$ cat config.mk
export PLATFORM = sky130hd
export DESIGN_NAME = three_level_priority_dispatch_flat
export DESIGN_NICKNAME = d
export VERILOG_FILES = /design/src/rtl/core/tlpd_pkg.sv /design/src/rtl/core/tlpd_ifs.sv /design/src/rtl/core/tlpd_ctrl.sv /design/src/rtl/core/tlpd_datapath.sv /design/src/rtl/core/three_level_priority_dispatch.sv /design/src/flat_wrapper.sv
export SDC_FILE = /design/constraint.sdc
export NUM_CORES = 1
export LEC_CHECK = 0
export BUFFER_PORTS_ARGS = -buffer_cell sky130_fd_sc_hd__buf_4
export CAP_MARGIN = 30
export CORE_ASPECT_RATIO = 1.2
export CORE_MARGIN = 10
export CORE_UTILIZATION = 53
export DETAILED_ROUTE_END_ITERATION = 6
export GPL_TIMING_DRIVEN = 0
export HOLD_SLACK_MARGIN = 0.08
export PLACE_DENSITY = 0.7
export SLEW_MARGIN = 10
export SYNTH_ARGS = -nofsm -noshare
export SYNTH_HDL_FRONTEND = slang
export SYNTH_SLANG_ARGS = --single-unit
export TNS_END_PERCENT = 20
$ cat constraint.sdc
create_clock -name clk -period 7.4 [get_ports clk]
set_input_delay 0 -clock clk [delete_from_list [all_inputs] [get_ports clk]]
set_output_delay 0 -clock clk [all_outputs]
set_load 0.02 [all_outputs]
$ cat src/rtl/core/tlpd_pkg.sv
// Shared types and constants for the three-level priority dispatcher.
package tlpd_pkg;

	localparam int TAG_W       = 16;
	localparam int PRIO_W      = 2;
	localparam int WORKER_W    = 3;
	localparam int LIMIT_W     = 8;
	localparam int LEVELS      = 3;

	localparam int DEF_QUEUE_DEPTH = 16;
	localparam int DEF_WORKERS     = 8;

	localparam logic [LIMIT_W-1:0] RESET_EXPIRE_LIMIT = 8'd3;

	// priority code that is folded into the medium queue
	localparam logic [PRIO_W-1:0] PRIO_MED_ALT = 2'd3;

	typedef enum logic {
		KIND_ENQ = 1'b0,
		KIND_DEQ = 1'b1
	} kind_t;

	typedef enum logic [1:0] {
		LVL_HIGH = 2'd0,
		LVL_MED  = 2'd1,
		LVL_LOW  = 2'd2
	} level_t;

	typedef struct packed {
		logic load;
		logic commit;
	} dp_cmd_t;

	typedef struct packed {
		logic slot_free;
	} dp_sts_t;

endpackage

$ cat src/rtl/core/tlpd_ifs.sv
// Request and response channel interfaces of the dispatcher.
interface tlpd_req_if import tlpd_pkg::*; ();
	logic                valid;
	logic                ready;
	logic                kind;
	logic [TAG_W-1:0]    job_tag;
	logic [PRIO_W-1:0]   priority_req;
	logic [WORKER_W-1:0] worker;

	modport source (output valid, kind, job_tag, priority_req, worker, input ready);
	modport sink (input valid, kind, job_tag, priority_req, worker, output ready);
endinterface

interface tlpd_rsp_if import tlpd_pkg::*; ();
	logic             valid;
	logic             ready;
	logic             accepted;
	logic             queue_full;
	logic             grant_valid;
	logic [TAG_W-1:0] grant_tag;
	logic [1:0]       grant_level;

	modport source (output valid, accepted, queue_full, grant_valid, grant_tag, grant_level,
		input ready);
	modport sink (input valid, accepted, queue_full, grant_valid, grant_tag, grant_level,
		output ready);
endinterface

$ cat src/rtl/core/tlpd_ctrl.sv
// Controller state machine: takes a request, then commits it once the result slot is free.
module tlpd_ctrl import tlpd_pkg::*; (
	input  logic    clk,
	input  logic    arst_n,
	input  logic    req_valid,
	output logic    req_ready,
	input  dp_sts_t sts,
	output dp_cmd_t cmd
);

	typedef enum logic {
		ST_IDLE,
		ST_EXEC
	} state_t;

	state_t state_q;

	always_ff @(posedge clk or negedge arst_n) begin
		if (!arst_n) begin
			state_q <= ST_IDLE;
		end else begin
			unique case (state_q)
				ST_IDLE: begin
					if (req_valid)
						state_q <= ST_EXEC;
				end
				ST_EXEC: begin
					// hold until the result register can take the outcome
					if (sts.slot_free)
						state_q <= ST_IDLE;
				end
				default: state_q <= ST_IDLE;
			endcase
		end
	end

	assign req_ready  = (state_q == ST_IDLE);
	assign cmd.load   = req_valid && (state_q == ST_IDLE);
	assign cmd.commit = (state_q == ST_EXEC) && sts.slot_free;

endmodule

$ cat src/rtl/core/tlpd_datapath.sv
// Datapath: request register, three tag queues, per-worker counters and the result register.
module tlpd_datapath import tlpd_pkg::*; #(
	parameter int QUEUE_DEPTH = DEF_QUEUE_DEPTH,
	parameter int WORKERS     = DEF_WORKERS
) (
	input  logic                clk,
	input  logic                arst_n,
	input  dp_cmd_t             cmd,
	output dp_sts_t             sts,
	input  logic                cfg_we,
	input  logic [LIMIT_W-1:0]  cfg_data,
	input  logic                in_kind,
	input  logic [TAG_W-1:0]    in_tag,
	input  logic [PRIO_W-1:0]   in_prio,
	input  logic [WORKER_W-1:0] in_worker,
	input  logic                out_ready,
	output logic                out_valid,
	output logic                out_accepted,
	output logic                out_full,
	output logic                out_gvalid,
	output logic [TAG_W-1:0]    out_gtag,
	output logic [1:0]          out_glevel
);

	localparam int PTR_W = (QUEUE_DEPTH > 1) ? $clog2(QUEUE_DEPTH) : 1;
	localparam int FILL_W = $clog2(QUEUE_DEPTH + 1);
	localparam int WK_W = (WORKERS > 1) ? $clog2(WORKERS) : 1;

	// registered request
	logic                kind_q;
	logic [TAG_W-1:0]    tag_q;
	logic [PRIO_W-1:0]   prio_q;
	logic [WORKER_W-1:0] worker_q;

	logic [LIMIT_W-1:0]  limit_q;
	logic [LIMIT_W-1:0]  hi_cnt_q [WORKERS];
	logic [LIMIT_W-1:0]  md_cnt_q [WORKERS];

	logic [FILL_W-1:0]   fill [LEVELS];
	logic [TAG_W-1:0]    head_tag [LEVELS];
	logic [LEVELS-1:0]   push;
	logic [LEVELS-1:0]   pop;

	logic                out_valid_q;
	logic                accepted_q;
	logic                full_q;
	logic                gvalid_q;
	logic [TAG_W-1:0]    gtag_q;
	logic [1:0]          glevel_q;

	level_t              enq_lvl;
	level_t              g_lvl;
	logic [WK_W-1:0]     wk;
	logic                wk_ok;
	logic [LIMIT_W-1:0]  hcnt;
	logic [LIMIT_W-1:0]  mcnt;
	logic                acc_c;
	logic                full_c;
	logic                gvalid_c;
	logic                hi_inc;
	logic                md_inc;
	logic                hi_clr;
	logic                md_clr;
	logic [LEVELS-1:0]   push_c;
	logic [LEVELS-1:0]   pop_c;

	always_ff @(posedge clk) begin
		if (cmd.load) begin
			kind_q   <= in_kind;
			tag_q    <= in_tag;
			prio_q   <= in_prio;
			worker_q <= in_worker;
		end
	end

	always_ff @(posedge clk or negedge arst_n) begin
		if (!arst_n)
			limit_q <= RESET_EXPIRE_LIMIT;
		else if (cfg_we)
			limit_q <= cfg_data;
	end

	// one circular queue per level; the read port follows the head every cycle
	for (genvar l = 0; l < LEVELS; l++) begin : g_queue
		logic [TAG_W-1:0]  mem [QUEUE_DEPTH];
		logic [TAG_W-1:0]  rd_q;
		logic [PTR_W-1:0]  head_q;
		logic [FILL_W-1:0] fill_q;
		logic [PTR_W:0]    tail_sum;
		logic [PTR_W-1:0]  tail;
		logic [PTR_W-1:0]  head_nxt;

		assign tail_sum = {1'b0, head_q} + (PTR_W + 1)'(fill_q);
		assign tail = (tail_sum >= (PTR_W + 1)'(QUEUE_DEPTH)) ?
			PTR_W'(tail_sum - (PTR_W + 1)'(QUEUE_DEPTH)) : PTR_W'(tail_sum);
		assign head_nxt = (head_q == PTR_W'(QUEUE_DEPTH - 1)) ? '0 : head_q + 1'b1;

		always_ff @(posedge clk) begin
			if (push_c[l])
				mem[tail] <= tag_q;
			rd_q <= mem[head_q];
		end

		always_ff @(posedge clk or negedge arst_n) begin
			if (!arst_n) begin
				head_q <= '0;
				fill_q <= '0;
			end else if (push_c[l]) begin
				fill_q <= fill_q + 1'b1;
			end else if (pop_c[l]) begin
				head_q <= head_nxt;
				fill_q <= fill_q - 1'b1;
			end
		end

		assign fill[l]     = fill_q;
		assign head_tag[l] = rd_q;
	end

	assign enq_lvl = (prio_q == PRIO_MED_ALT) ? LVL_MED : level_t'(prio_q);
	assign wk      = WK_W'(worker_q);
	assign wk_ok   = 32'(worker_q) < 32'(WORKERS);
	assign hcnt    = wk_ok ? hi_cnt_q[wk] : '0;
	assign mcnt    = wk_ok ? md_cnt_q[wk] : '0;

	always_comb begin
		push     = '0;
		pop      = '0;
		acc_c    = 1'b0;
		full_c   = 1'b0;
		gvalid_c = 1'b0;
		g_lvl    = LVL_HIGH;
		hi_inc   = 1'b0;
		md_inc   = 1'b0;
		hi_clr   = 1'b0;
		md_clr   = 1'b0;
		if (kind_q == KIND_ENQ) begin
			if (fill[enq_lvl] == FILL_W'(QUEUE_DEPTH)) begin
				full_c = 1'b1;
			end else begin
				push[enq_lvl] = 1'b1;
				acc_c         = 1'b1;
			end
		end else if (wk_ok) begin
			priority if (fill[LVL_HIGH] != '0 && hcnt < limit_q) begin
				pop[LVL_HIGH] = 1'b1;
				gvalid_c      = 1'b1;
				g_lvl         = LVL_HIGH;
				hi_inc        = 1'b1;
			end else if (fill[LVL_MED] != '0 && mcnt < limit_q) begin
				pop[LVL_MED] = 1'b1;
				gvalid_c     = 1'b1;
				g_lvl        = LVL_MED;
				md_inc       = 1'b1;
				hi_clr       = 1'b1;
			end else if (fill[LVL_LOW] != '0) begin
				pop[LVL_LOW] = 1'b1;
				gvalid_c     = 1'b1;
				g_lvl        = LVL_LOW;
				hi_clr       = 1'b1;
				md_clr       = 1'b1;
			end else begin
				// nothing to serve: drop both streaks
				hi_clr = 1'b1;
				md_clr = 1'b1;
			end
		end
	end

	assign push_c = push & {LEVELS{cmd.commit}};
	assign pop_c  = pop & {LEVELS{cmd.commit}};

	always_ff @(posedge clk or negedge arst_n) begin
		if (!arst_n) begin
			for (int w = 0; w < WORKERS; w++) begin
				hi_cnt_q[w] <= '0;
				md_cnt_q[w] <= '0;
			end
		end else if (cmd.commit && kind_q == KIND_DEQ && wk_ok) begin
			if (hi_inc)
				hi_cnt_q[wk] <= hcnt + 1'b1;
			else if (hi_clr)
				hi_cnt_q[wk] <= '0;
			if (md_inc)
				md_cnt_q[wk] <= mcnt + 1'b1;
			else if (md_clr)
				md_cnt_q[wk] <= '0;
		end
	end

	always_ff @(posedge clk or negedge arst_n) begin
		if (!arst_n)
			out_valid_q <= 1'b0;
		else if (cmd.commit)
			out_valid_q <= 1'b1;
		else if (out_ready)
			out_valid_q <= 1'b0;
	end

	always_ff @(posedge clk) begin
		if (cmd.commit) begin
			accepted_q <= acc_c;
			full_q     <= full_c;
			gvalid_q   <= gvalid_c;
			gtag_q     <= gvalid_c ? head_tag[g_lvl] : '0;
			glevel_q   <= gvalid_c ? g_lvl : LVL_HIGH;
		end
	end

	assign sts.slot_free = !out_valid_q || out_ready;

	assign out_valid    = out_valid_q;
	assign out_accepted = accepted_q;
	assign out_full     = full_q;
	assign out_gvalid   = gvalid_q;
	assign out_gtag     = gtag_q;
	assign out_glevel   = glevel_q;

endmodule

$ cat src/rtl/core/three_level_priority_dispatch.sv
// Three-level priority dispatcher top level: channels, controller and datapath.
// Each request is registered on the cycle it is taken, and the controller then commits it
// once the result slot is free - the queue write or pop, the worker counter update and the
// load of the result register all happen on that commit edge. The next request is taken
// only once the controller is back in idle, so a new request is not taken while one is still
// in flight. The queue memories present their head entry through a registered read port
// that tracks the head continuously, which is what the commit cycle reads for a grant. A
// result waits in the result register while the next request is taken; the commit of that
// next request stalls only while the previous result has not been taken.
module three_level_priority_dispatch import tlpd_pkg::*; #(
	parameter int QUEUE_DEPTH = DEF_QUEUE_DEPTH,
	parameter int WORKERS     = DEF_WORKERS
) (
	input  logic               clk,
	input  logic               arst_n,
	tlpd_req_if.sink           req,
	tlpd_rsp_if.source         rsp,
	input  logic               cfg_we,
	input  logic [LIMIT_W-1:0] cfg_data
);

	dp_cmd_t cmd;
	dp_sts_t sts;
	logic    ready;

	tlpd_ctrl u_ctrl (
		.clk       (clk),
		.arst_n    (arst_n),
		.req_valid (req.valid),
		.req_ready (ready),
		.sts       (sts),
		.cmd       (cmd)
	);

	tlpd_datapath #(
		.QUEUE_DEPTH (QUEUE_DEPTH),
		.WORKERS     (WORKERS)
	) u_datapath (
		.clk          (clk),
		.arst_n       (arst_n),
		.cmd          (cmd),
		.sts          (sts),
		.cfg_we       (cfg_we),
		.cfg_data     (cfg_data),
		.in_kind      (req.kind),
		.in_tag       (req.job_tag),
		.in_prio      (req.priority_req),
		.in_worker    (req.worker),
		.out_ready    (rsp.ready),
		.out_valid    (rsp.valid),
		.out_accepted (rsp.accepted),
		.out_full     (rsp.queue_full),
		.out_gvalid   (rsp.grant_valid),
		.out_gtag     (rsp.grant_tag),
		.out_glevel   (rsp.grant_level)
	);

	assign req.ready = ready;

endmodule
$ cat src/flat_wrapper.sv
// flat-port wrapper written by rule: the top's interface ports become plain ports
module three_level_priority_dispatch_flat import tlpd_pkg::*;
#(
	parameter int QUEUE_DEPTH = DEF_QUEUE_DEPTH,
	parameter int WORKERS     = DEF_WORKERS
)
  (clk, arst_n, cfg_we, cfg_data, req_valid, req_kind, req_job_tag, req_priority_req, req_worker, req_ready, rsp_valid, rsp_accepted, rsp_queue_full, rsp_grant_valid, rsp_grant_tag, rsp_grant_level, rsp_ready);
  tlpd_req_if req_i ();
  tlpd_rsp_if rsp_i ();
  input  logic clk;
  input  logic arst_n;
  input  logic cfg_we;
  input  logic [LIMIT_W-1:0] cfg_data;
  input wire logic [$bits(req_i.valid)-1:0] req_valid;
  input wire logic [$bits(req_i.kind)-1:0] req_kind;
  input wire logic [$bits(req_i.job_tag)-1:0] req_job_tag;
  input wire logic [$bits(req_i.priority_req)-1:0] req_priority_req;
  input wire logic [$bits(req_i.worker)-1:0] req_worker;
  output wire logic [$bits(req_i.ready)-1:0] req_ready;
  output wire logic [$bits(rsp_i.valid)-1:0] rsp_valid;
  output wire logic [$bits(rsp_i.accepted)-1:0] rsp_accepted;
  output wire logic [$bits(rsp_i.queue_full)-1:0] rsp_queue_full;
  output wire logic [$bits(rsp_i.grant_valid)-1:0] rsp_grant_valid;
  output wire logic [$bits(rsp_i.grant_tag)-1:0] rsp_grant_tag;
  output wire logic [$bits(rsp_i.grant_level)-1:0] rsp_grant_level;
  input wire logic [$bits(rsp_i.ready)-1:0] rsp_ready;
  assign req_i.valid = req_valid;
  assign req_i.kind = req_kind;
  assign req_i.job_tag = req_job_tag;
  assign req_i.priority_req = req_priority_req;
  assign req_i.worker = req_worker;
  assign req_ready = req_i.ready;
  assign rsp_valid = rsp_i.valid;
  assign rsp_accepted = rsp_i.accepted;
  assign rsp_queue_full = rsp_i.queue_full;
  assign rsp_grant_valid = rsp_i.grant_valid;
  assign rsp_grant_tag = rsp_i.grant_tag;
  assign rsp_grant_level = rsp_i.grant_level;
  assign rsp_i.ready = rsp_ready;
  three_level_priority_dispatch #(.QUEUE_DEPTH(QUEUE_DEPTH), .WORKERS(WORKERS)) u_core (.clk(clk), .arst_n(arst_n), .req(req_i), .rsp(rsp_i), .cfg_we(cfg_we), .cfg_data(cfg_data));
endmodule
# After elaboration in Yosys (flattened, before gate mapping)
# Memories as Yosys holds them, arrays and structs flattened. A register that Yosys moved wholly into a read port is not among the register bits.
# Cells that the tools add are included.
# word_totals
register_bits	208
mem_bits_rw	768
in_bits	35
out_inout_bits	23
word_cells	176
memories	3
# mem_list
name	depth	width	rd	rd_ports_with_merged_regs	write_ports	line	source
u_core.u_datapath.g_queue[0].mem	16	16	1	1	1	tlpd_datapath.sv:85	logic [TAG_W-1:0] mem [QUEUE_DEPTH];
u_core.u_datapath.g_queue[1].mem	16	16	1	1	1	tlpd_datapath.sv:85	
u_core.u_datapath.g_queue[2].mem	16	16	1	1	1	tlpd_datapath.sv:85	
# classes
addsub	17
magnitude_cmp	11
eq_ne	5
mux	71
bitwise	12
reduce_logical	23
# ops
op	n
two-way mux 64 bit	4
AND 64 bit	2
bitwise mux 64 bit	2
NOT 64 bit	1
binary-select mux 8 bit (select 3 bit)	2
two-way mux 5 bit	8
two-way mux 8 bit	5
binary-select mux 16 bit (select 2 bit)	1
two-way mux 16 bit	2
two-way mux 1 bit	28
demux 8 bit (select 3 bit)	1
two-way mux 4 bit	6
adder 8 x 1 -> 8 bit (second input constant)	2
< comparator 8 bit	2
adder 4 x 5 -> 5 bit	3
adder 5 x 1 -> 5 bit (second input constant)	3
>= comparator 5 bit (second input constant)	3
nonzero test 5 bit	3
subtractor 5 x 1 -> 5 bit (second input constant)	3
adder 4 x 1 -> 4 bit (second input constant)	3
equality test 4 bit (second input constant)	3
two-way mux 2 bit	6
nonzero test 2 bit	6
subtractor 4 x 1 -> 4 bit (second input constant)	3
other kinds (19)	37

# Longest topological paths before layout
# logic_depth
ltp_word	13
mapped_depth	20
mapped_depth_nobuf	15

# By module
# A second synthesis with hierarchy kept.
# hier_totals
cells_unflattened	2493
area_unflattened_um2	41548.6
# modules_own_cells
module	instances	cells_each	area_each_um2	seq_area_each_um2
tlpd_datapath	1	2488	41497.3	29420.7
tlpd_ctrl	1	5	51.3	25.0

# Worst setup path after synthesis
# No wires, ideal clock.
# synth_path
kind	flip-flop to flip-flop
startpoint	register u_core.u_datapath.worker_q[1] (netlist: u_core.u_datapath.wk[1])
endpoint	register u_core.u_datapath.gtag_q[10] (netlist: u_core.u_datapath.out_gtag[10]), data pin
setup_time_ns	0.152
t_arrival_ns	3.615
t_required_ns	7.248
setup_slack_ns	3.633
path_stages_with_launch	15
n_path_buf	3
synth_period_minus_slack_ns	3.767
cell_sequence	edfxtp_1 > buf_6 > and2_2 > a221o_1 > a221o_2 > ha_1 > a211o_1 > a221oi_1 > a21boi_0 > and2_1 > buf_2 > o31a_1 > clkbuf_1 > o21ai_0 > a31oi_1
# synth_via
word_cells_on_any_way	21
classes_between	2 x order compare; 15 x mux; 2 x bitwise; 2 x reduce/logical
# synth_rtl
item	line	source
start: declaration	tlpd_datapath.sv:33	logic [WORKER_W-1:0] worker_q;
start signal: assignment	tlpd_datapath.sv:72	worker_q <= in_worker;
NOT 3 -> 4 bit (implied by the code) *	tlpd_datapath.sv:123, tlpd_datapath.sv:124	
binary-select mux 8 bit (select 3 bit)	tlpd_datapath.sv:124	assign mcnt = wk_ok ? md_cnt_q[wk] : '0;
two-way mux 8 bit (implied by the code) (2 in series)	tlpd_datapath.sv:124	
< comparator 8 bit	tlpd_datapath.sv:150	end else if (fill[LVL_MED] != '0 && mcnt < limit_q) begin
logical AND 1 bit	tlpd_datapath.sv:150	
two-way mux 1 bit	tlpd_datapath.sv:150	
two-way mux 1 bit *	tlpd_datapath.sv:145	priority if (fill[LVL_HIGH] != '0 && hcnt < limit_q) begin
two-way mux 1 bit *	tlpd_datapath.sv:137	if (kind_q == KIND_ENQ) begin
named net u_core.u_datapath.gvalid_c	tlpd_datapath.sv:59	logic gvalid_c;
end signal: assignment	tlpd_datapath.sv:205	gtag_q <= gvalid_c ? head_tag[g_lvl] : '0;
end: declaration	tlpd_datapath.sv:48	logic [TAG_W-1:0] gtag_q;
# Mark *: on every way through the listed nets, which the timed path passes. The rest lies on a longest branch. The select of a mux whose other input is x is not followed.
# A chain may end at the register's enable or synchronous reset.

# Final worst setup path
# layout_path
startpoint	register u_core.u_datapath.worker_q[0] (netlist: u_core.u_datapath.wk[0])
endpoint	register u_core.u_datapath.gtag_q[11] (netlist: u_core.u_datapath.out_gtag[11]), data pin
# The elaborated chain is that of the path after synthesis.

==> metrics list <==
- The count of nets left with antenna violations once routing finished came out at 0.
* Kind of end point of the critical path: register
* Max-slew violation count: 0
- Asr flop ratio synth: 16.11%
- Wire length per cell: 27.75 um
- For the pin with the worst max-slew slack, the measured transition is between 0.9 and 1 ns.
* Number of design-rule violations left by the first detailed-router iteration: 2860
- Max-slew headroom at the worst pin: between 30 and 40%
- The initial antenna violation count is 2.
- Total wire length after detailed routing: around 110000 um
- The path with the worst hold slack has its endpoint at u_core.u_ctrl.state_q.
- For the final routed database, the setup TNS stands at 0 ns.
- Max clock buf depth: 3
* Master cell of the clock root buffer: sky130_fd_sc_hd__clkbuf_16
- Required @ worst endpoint: 7.81 ns
- Clk slew on worst S/H paths: 0.07 ns
* Biggest cell delay along the critical path: 0.61 ns
- Setup repair after global routing missed its margin: no
- Die W: 274.1 um
- The initial utilization of the core area, before any placement, comes to 53.57%.
- Mean number of vias per cell: 6.244
* Overall Global Routing Usage: between 20% and 30%
- Mapped Nets: 2536
* Die Ht: 324.9 um
- Count of cells along the worst register-to-register path: 16
- The clock arrives with approximately 0.025 ns of skew.
* Setup Viol. Count Final: 0
- PortBufs: 57
- Pin count of the biggest net entering global routing: slightly below 90
- Critical-path maximum fanout: 10
- Summing every instance area after synthesis gives approximately 41000 um2.
- In this run the power density over the cells is 347.2 nW/um2.
- In the synthesized netlist the dominant register cell turns out to be sky130_fd_sc_hd__edfxtp_1.
- Summed over all layers, the global routing overflow is 0.
* Most common cell after layout, fill and taps aside: sky130_fd_sc_hd__edfxtp_1
- Num CTS Buffers: 95
- Maximum level of the CTS H-tree: 3
* Remaining design rule violation count: 0
* Count of fill cells added during filler insertion: 5264
- The die covers 89070 um2.
* Synth Area per Inst: about 17 um2
* Synth-to-Final Area Change: 17.44%
- The worst register-to-register path ends at u_core.u_datapath.out_gtag[11].
* Global-route wire length before repair: around 160000 um
* Origin of the critical flop-to-flop path: u_core.u_datapath.wk[0]
* Total count of hold-check failures in the final report: 0
- The worst hold path belongs to the class in2reg.
- The pre-antenna-repair detailed-routing pass consisted of 6 iterations.
* List of cells traversed by the critical path: buf_2, clkbuf_8, buf_2, nor2_1, a21oi_1, o21ai_0, ha_1, o21a_1, a221oi_1, a21boi_0, and2_1, buf_2, o31a_1, clkbuf_1, o21ai_0, a31oi_1
* TritonCTS clock tree: built
- The HPWL after detailed placement is 73450 um.
* Clock period minus worst slack: 5.205 ns
* Critical path startpoint category: register
* Post-synth EDFFs: 811
- Hold path cells: 4
- The tool flagged a number of max-cap violations equal to 0.
- For flop-to-flop paths, the worst setup slack is 2.19 ns.
* Total leakage power: 16.91 nW
- Register area share after synthesis: 71.70%
- The congestion estimate from routability-driven global placement came to 0.8985.
- Total vias in the final route: 24200
* Number of nets in the finished design: between 2000 and 3000
* Number of placed instances with taps included: 3611
* CP Data Arrival Time: 5.61 ns
* Worst-Skew Late Latency: around 0.68 ns
- The core region is 76660 um2.
- TritonCTS sink count: 1024
- Max VDD drop: about 0.00022 V
- Total I/O pin count: 58
- Setup fix buffers added after clock tree synthesis: 0
- Number of distinct standard cells referenced by the synthesized netlist: 86
- The synthesized design contains 1024 register bits.
- Summing all flip-flop and latch instances after layout gives 29450 um2.
- After technology mapping, the gate count stands at 2458.
- Highest clock frequency the design can meet: 0.1921 GHz
- Num rows: 111
* Category of the critical setup timing path: reg2reg
* Layout cell share with drive strength beyond 1: between 20% and 30%
- The slowest stage of the critical path belongs to the cell sky130_fd_sc_hd__edfxtp_1.
- Total number of yosys warnings: 0
- The via count of the first global-routing pass is 24650.
- Most frequent cells in the layout: sky130_fd_sc_hd__edfxtp_1, sky130_fd_sc_hd__nand2_1, sky130_fd_sc_hd__o21ai_0, sky130_fd_sc_hd__dfrtp_1, sky130_fd_sc_hd__mux4_2
* Final worst path period share: between 70% and 80%
* Non-filler cells, final: 3876
- Hold Path Origin: req_valid
- Dominant cell type by count on the critical path: sky130_fd_sc_hd__buf_2
* Result of the run: complete, no violations
* Area occupied by multi-input gates: 11040 um2
- Number of instances resized during post-cts repair: 0
==> cell type report <==
cell class                 count  share of cell area [%]
multi-input combinational   1277                   22.88
buffer                       125                   1.256
tap                         1017                   2.638
sequential                  1024                   61.05
antenna                        1                0.005188
clock inverter                46                  0.7835
inverter                      32                  0.2594
clock buffer                 134                   5.578
timing repair buffer         220                   5.546
==> synth_stat cells (all sizes together), types with 7 or more instances <==
cell type,count,area [um2]
a21o,12,90.09
nand2,270,1016
ha,37,462.9
a31oi,20,140.1
mux2i,129,1295
a221oi,39,341.6
nand2b,17,116.4
xor2,11,118.9
dfxtp,48,960.9
o31ai,22,175.2
buf,51,297.8
inv,31,121.4
xnor2,27,244.0
clkbuf,74,307.8
nand4,7,50.05
nand3,28,165.2
mux4,157,3547
o21ai,182,933.4
nor3,12,60.06
a21oi,59,295.3
edfxtp,811,24350
dfrtp,163,4079
nor2,78,292.8
a22oi,38,285.3
a22o,16,141.4
and2,9,60.06
mux2,35,394.1
nor2b,7,43.79
==> flip-flops by register name, indices dropped and copies added, names as in the netlist <==
register                          flops
u_core.u_datapath.limit_q             8
u_core.u_datapath.g_queue.mem       768
u_core.u_datapath.out_glevel          2
u_core.u_datapath.md_cnt_q           64
u_core.u_datapath.wk                  3
u_core.u_ctrl.state_q                 1
u_core.u_datapath.out_gtag           16
u_core.u_datapath.out_valid           1
u_core.u_datapath.tag_q              16
u_core.u_datapath.hi_cnt_q           64
u_core.u_datapath.g_queue.rd_q       48
u_core.u_datapath.out_accepted        1
u_core.u_datapath.kind_q              1
u_core.u_datapath.prio_q              2
u_core.u_datapath.out_gvalid          1
u_core.u_datapath.out_full            1
u_core.u_datapath.g_queue.head_q     12
u_core.u_datapath.g_queue.fill_q     15
==> metrics by stage <==
stage / util, % / setup WS [ns] / total power, mW / cell area, um2 / hold WS, ns
detailed placement: 57.74 / 2.437 / 11.85 / 44270 / 0.02904
global route: 62.91 / 1.996 / 17.38 / 48230 / 0.1968
CTS: 62.72 / 2.409 / 16.68 / 48080 / 0.09958
global placement: 55.79 / 2.460 / 11.49 / 42770 / 0.1786
finish: 62.91 / 2.195 / 16.75 / 48230 / 0.1592
floorplan: - / 3.633 / 10.07 / 41070 / -0.2956
==> power by group <==
| group | switching [mW] | internal (mW) | total, mW |
|---|---|---|---|
| Clock | 2.17 | 2.67 | 4.83 |
| Sequential | 0.376 | 6.91 | 7.29 |
| Combinational | 2.76 | 1.86 | 4.62 |
==> cell families after synthesis <==
group,Yosys count,synth area share (%)
muxes,321,12.75
adders and majority gates,43,1.420
DFF,1024,71.70
buffers and inverters,157,1.779
AOI/OAI and AO/OA,416,6.477
and+or+nand+nor,459,4.990
xor gates and xnor gates,38,0.8836
==> layer usage <==
| metal | up-vias | routed length (um) | global-route usage (%) |
|---|---|---|---|
| li1 | 10240 | - | - |
| met1 | 12490 | 42120 | 32.46 |
| met2 | 1235 | 52710 | 38.86 |
| met3 | 241 | 8087 | 3.937 |
| met4 | 0 | 4657 | 10.45 |
| met5 | - | 0 | 0 |
==> timing repair <==
item	in CTS	in global routing
hold buffers	73	0
setup endpoints to repair	0	0
endpoints found under the hold margin	217	0
==> critical path, delay by kind of cell (launching register included) <==
| family | cells | cell delay (ns) |
|---|---|---|
| simple gates | 2 | 0.27 |
| compound gates | 8 | 2.09 |
| buf+inv | 5 | 1.56 |
| flops | 1 | 0.61 |
| fa+ha+maj | 1 | 0.38 |
==> worst max-delay path by stage <==
stage / depth (start not counted) / start / slack, ns / to
after floorplan: 14 / u_core.u_datapath.wk[1] / 3.63 / u_core.u_datapath.out_gtag[10]
after CTS: 16 / u_core.u_datapath.wk[0] / 2.41 / u_core.u_datapath.out_gtag[11]
final: 16 / u_core.u_datapath.wk[0] / 2.19 / u_core.u_datapath.out_gtag[11]
after detailed placement: 16 / u_core.u_datapath.wk[0] / 2.44 / u_core.u_datapath.out_gtag[11]
after global placement: 16 / u_core.u_datapath.wk[1] / 2.46 / u_core.u_datapath.out_gtag[11]
after global routing: 16 / u_core.u_datapath.wk[0] / 2.00 / u_core.u_datapath.out_gtag[11]
Note: power is estimated with default switching activity, not from simulation.
